File: src/design/heavy_light_sketch_update_core_assert.svh
// Assertion macros shared by the sketch update core.
// Both expect signals named clk and arst_n in the enclosing module.
`ifndef HEAVY_LIGHT_SKETCH_UPDATE_CORE_ASSERT_SVH
`define HEAVY_LIGHT_SKETCH_UPDATE_CORE_ASSERT_SVH
// plain property, checked outside reset
`define HLSU_ASSERT(lbl, prop, msg) \
	lbl: assert property (@(posedge clk) disable iff (!arst_n) (prop)) else $error(msg);
// antecedent holds -> consequent holds in the same cycle
`define HLSU_ASSERT_IMP(lbl, ante, cons, msg) \
	lbl: assert property (@(posedge clk) disable iff (!arst_n) (ante) |-> (cons)) else $error(msg);
`endif

File: src/design/hlsu_pkg.sv
// Shared types and constants of the sketch update core.
// No dependencies.
`timescale 1ns / 1ps
`default_nettype none
package hlsu_pkg;
	localparam int KEY_FIELD_W = 32;
	localparam int IN_TDATA_W = 56;   // key, heavy index, light index
	localparam int OUT_TDATA_W = 48;  // slot, estimate, light count

	localparam logic [2:0] OUTC_HIT = 3'd0;
	localparam logic [2:0] OUTC_NEW = 3'd1;
	localparam logic [2:0] OUTC_LIGHT = 3'd2;
	localparam logic [2:0] OUTC_EVICT = 3'd3;
	localparam logic [2:0] OUTC_QUERY = 3'd4;
	localparam logic [2:0] NO_SLOT = 3'd7;

	localparam logic MODE_INSERT = 1'b0;
	localparam logic MODE_QUERY = 1'b1;

	localparam logic [31:0] VOTE_MAX = 32'hFFFF_FFFF;
	localparam logic [7:0] LIGHT_MAX = 8'd255;
	localparam logic [7:0] RATIO_RESET = 8'd8;

	typedef struct packed {
		logic clr;   // clearing pass, one row per cycle
		logic load;  // input word accepted
		logic quot;  // index quotients
		logic rd;    // index remainders, memory reads
		logic eval;  // slot search
		logic upd;   // write back, load result
	} hlsu_cmd_t;

	typedef struct packed {
		logic clr_done;
		logic out_free;
	} hlsu_sts_t;
endpackage
`default_nettype wire

File: src/design/hlsu_ctrl.sv
// Sequencer of the sketch update core: clear pass, then one item at a time.
// Depends on hlsu_pkg and the assertion macro header.
`timescale 1ns / 1ps
`default_nettype none
`include "heavy_light_sketch_update_core_assert.svh"
module hlsu_ctrl
	import hlsu_pkg::*;
(
	input  wire logic      clk,
	input  wire logic      arst_n,
	input  wire logic      s_tvalid,
	output logic           s_tready,
	input  wire hlsu_sts_t sts,
	output hlsu_cmd_t      cmd
);
	typedef enum logic [5:0] {
		ST_CLEAR = 6'b000001,
		ST_IDLE  = 6'b000010,
		ST_QUOT  = 6'b000100,
		ST_READ  = 6'b001000,
		ST_EVAL  = 6'b010000,
		ST_UPD   = 6'b100000
	} state_t;

	state_t state_q, state_d;

	always_comb begin
		state_d = state_q;
		cmd = '0;
		s_tready = 1'b0;
		case (state_q)
			ST_CLEAR: begin
				cmd.clr = 1'b1;
				if (sts.clr_done) begin
					state_d = ST_IDLE;
				end
			end
			ST_IDLE: begin
				s_tready = 1'b1;
				if (s_tvalid) begin
					cmd.load = 1'b1;
					state_d = ST_QUOT;
				end
			end
			ST_QUOT: begin
				cmd.quot = 1'b1;
				state_d = ST_READ;
			end
			ST_READ: begin
				cmd.rd = 1'b1;
				state_d = ST_EVAL;
			end
			ST_EVAL: begin
				cmd.eval = 1'b1;
				state_d = ST_UPD;
			end
			ST_UPD: begin
				// hold until the result register can take the word
				if (sts.out_free) begin
					cmd.upd = 1'b1;
					state_d = ST_IDLE;
				end
			end
			default: begin
				state_d = ST_CLEAR;
			end
		endcase
	end

	always_ff @(posedge clk or negedge arst_n) begin
		if (!arst_n) begin
			state_q <= ST_CLEAR;
		end else begin
			state_q <= state_d;
		end
	end

	`HLSU_ASSERT(a_load_then_quot, (cmd.load |=> state_q == ST_QUOT),
		"accepted word did not start the quotient step")
	`HLSU_ASSERT_IMP(a_upd_free, cmd.upd, sts.out_free,
		"result loaded while output register busy")
	`HLSU_ASSERT(a_clear_exit, ((state_q == ST_CLEAR && sts.clr_done) |=> s_tready),
		"clearing pass did not hand over to idle")
	`HLSU_ASSERT_IMP(a_no_accept_clear, cmd.clr, !s_tready,
		"input taken during clearing pass")
endmodule
`default_nettype wire

File: config.mk
export PLATFORM = sky130hd
export DESIGN_NAME = hlsu_ctrl
export DESIGN_NICKNAME = d
export VERILOG_FILES = /design/src/design/hlsu_pkg.sv /design/src/design/hlsu_ctrl.sv
export VERILOG_INCLUDE_DIRS = /design/src /design/src/design
export SDC_FILE = /design/constraint.sdc
export NUM_CORES = 1
export LEC_CHECK = 0
export BUFFER_PORTS_ARGS = -buffer_cell sky130_fd_sc_hd__buf_4
export CORE_AREA = 5 5 42 44
export DETAILED_ROUTE_END_ITERATION = 8
export DIE_AREA = 0 0 47 49
export PLACE_DENSITY = 0.6
export SKIP_LAST_GASP = 1
export SLEW_MARGIN = 25
export SYNTH_ARGS = -nofsm -noshare
export SYNTH_HDL_FRONTEND = slang
export SYNTH_SLANG_ARGS = --single-unit
File: constraint.sdc
create_clock -name clk -period 2.49 [get_ports clk]
set_input_delay 0.1245 -clock clk [delete_from_list [all_inputs] [get_ports clk]]
set_output_delay 0.1245 -clock clk [all_outputs]
set_load 0.005 [all_outputs]
==> impl_metrics.tcl <==
set metrics [dict create \
    status "complete, no violations" \
    syn-cell-area_um2 405 \
    portBuffers 11 \
    drt_wl_total_um 885 \
    met1_usage_pct 11.0 \
    num_io_pins 12 \
    insertion_delay_ns 0.25 \
    slowest_delay_ns 0.60 \
    grt_pass1_wl_mm 1.48 \
    yosysTopAreaCell "dfrtp_1" \
    p_leak_uw 0.000233 \
    post-route-period-util_pct 71.6 \
    largest_register_ffs 6 \
    min-delay-start "s_tvalid" \
    use_met3_pct 1.48 \
    pre_cts_ws_ns 0.991 \
    whs_endpoint "state_q[2]" \
    synth_area_leaders "dfrtp_1, dfstp_2, buf_6" \
    antenna_found_initial 0 \
    fin_setup_tns_ns 0 \
    die_x_um 47 \
    nets 63 \
    ant_nets 0 \
    final_layout_size_suffix_gt1_share_pct 33.3 \
    syn2layout_area_growth_pct 28.7 \
    top_regs "state_q x6" \
    holdCritPathClass "in -> reg" \
    critPathLaunchType "register" \
    grt_usage_pct 8.72 \
    vias 377 \
    critPathKind "reg -> out" \
    fp.dieH_um 49 \
    hold_viol 0 \
    yosysSeqAreaShare_pct 37.3 \
    ff2ff_path_depth 4 \
    grt_most_used_layer "met2" \
    rows 14 \
    grt_max_degree 13 \
    drcViolationCount 0 \
    worst_clock_skew_ns 0.0200 \
    crit_required_ns 2.37 \
    cts.sinks 6 \
    rsz0062_at_grt "false" \
    overflow 0 \
    gp_congestion 0.720 \
    timing.rr.start "state_q[1]" \
    root_buffer "clkbuf_4" \
    syn-num-nets 48 \
    synth_edf_count 0 \
    ys_ff_latch 6 \
    arrival_ns 1.66 \
    yosysMostFrequentCell "nor2_1" \
    wl_per_cell_um 12.1 \
    cts_buffers 3 \
    clk_pin_slew_ns 0.06 \
    cts_tree "yes" \
    r2r-end "state_q[0]" \
    synth_warnings 0 \
    cap_violations 0 \
    rrSetupSlack_ns 1.04 \
    syn_area_per_cell_um2 9.43 \
    crit_family "simple AND/OR/NAND/NOR gates" \
    cts_setup_buffers 0 \
    synth_common_cells "nor2_1, dfrtp_1, nor3b_1" \
    crit_buf_inv 1 \
    fillers 153 \
    fin_crit_ns 1.78 \
    synth_top_area_share_pct 30.9 \
    finalMaxSlewViolations 0 \
    worst_pin_slew_ns 0.374 \
    hold-path-cell-count 2 \
    power_density_nw_per_um2 887 \
    path_max_fanout 8 \
    cts_resized 0 \
    synth_cell_type_count 24 \
    setup_violations 0 \
    drtIter0Drc 7 \
    dr.pass1.iters 4 \
    worst_setup_path_end_kind "output port" \
    worst_slack_ns 0.708 \
    met2_usage_pct 13.1 \
    diodes 0 \
    worstPathCellList "or4_4 > nor3_1 > buf_4" \
    hpwl_um 646 \
    async_flop_share_pct 100 \
    timing.slew.headroom_pct 75.0 \
    grt_pass1_vias 369 \
    total_power_uw 463 \
    synthFlopType "dfrtp_1" \
    via_per_inst 5.16 \
    peakVddDrop_v 0.000333 \
    fmax_ghz 0.561 \
    clock_path_buffers 2 \
    core_um2 1400 \
    dieArea_um2 2300 \
    top_register "state_q" \
    synth_cells 43 \
    start_util_pct 28.9 \
    htreeDepth 1 \
    slowest_stage "or4_4" \
]
[how the worst max path moves through the flow]
| stage | startpoint | end | cells after the start |
|---|---|---|---|
| 2_1_floorplan | state_q[1] | cmd[5] | 2 |
| 3_3_place_gp | state_q[1] | cmd[5] | 3 |
| 3_5_place_dp | state_q[1] | cmd[5] | 3 |
| 4_1_cts | state_q[1] | cmd[5] | 3 |
| 5_1_grt | state_q[1] | cmd[0] | 3 |
| 6_report | state_q[1] | cmd[0] | 3 |
[what timing repair did]
action	CTS	global route
setup endpoints to repair	0	0
hold buffers	1	0
endpoints found under the hold margin	6	0
[kinds of logic (layout without fill, tap and decap cells)]
group | count (synthesis) | after routing | synth area share, %
compound gates | 7 | 7 | 14.2
xor+xnor | 2 | 2 | 4.32
buf+inv | 3 | 17 | 6.48
simple gates | 25 | 25 | 37.7
flops | 6 | 6 | 37.3
[power by group]
| group | internal [uW] | switching (uW) | leakage, uW |
|---|---|---|---|
| combinational | 106 | 81.5 | 0.000139 |
| clock | 61.0 | 39.4 | 0.0000150 |
| sequential | 126 | 48.8 | 0.0000786 |
[layout make-up]
class	instances	area [um^2]	area share [%]
clock buffer	4	26.3	5.04
timing repair buffer	12	92.6	17.7
inverter	1	3.75	0.719
tap	16	20.0	3.84
multi-input combinational	34	228	43.6
sequential	6	151	29.0
[layer usage]
layer  vias up  part of all wire, %
met5         -                    0
met4         0                    0
met2        10                   51
met3         0                  3.4
li1        186                    -
met1       181                   45
[layout by cell type (no fill, tap or decap)]
| cell type | instances |
|---|---|
| a2111oi_2 | 1 |
| a21oi_1 | 2 |
| and2_1 | 2 |
| and4b_1 | 2 |
| buf_4 | 11 |
| clkbuf_1 | 1 |
| clkbuf_4 | 3 |
| dfrtp_1 | 5 |
| dfstp_2 | 1 |
| dlygate4sd3_1 | 1 |
| inv_1 | 1 |
| nand2_1 | 2 |
| nand2b_1 | 2 |
| nand3_1 | 1 |
| nor2_1 | 6 |
| nor3_1 | 2 |
| nor3b_1 | 3 |
| nor4_1 | 2 |
| o21a_1 | 1 |
| o21ai_0 | 1 |
| o22ai_2 | 1 |
| o31ai_1 | 1 |
| or3b_2 | 1 |
| or4_1 | 1 |
| or4_4 | 1 |
| xnor2_1 | 1 |
| xor2_1 | 1 |
[metrics by stage]
step                hold WS [ns]  cells  util [%]  instance area, um^2
detailed placement       -0.0631     68      34.6                  485
finish                     0.123     73      37.2                  522
CTS                        0.116     73      37.2                  522
global route               0.123     73      37.2                  522
floorplan                 -0.171     43         -                  405
global placement         -0.0620     68      34.6                  485
Power figures use the tool's default switching activity.
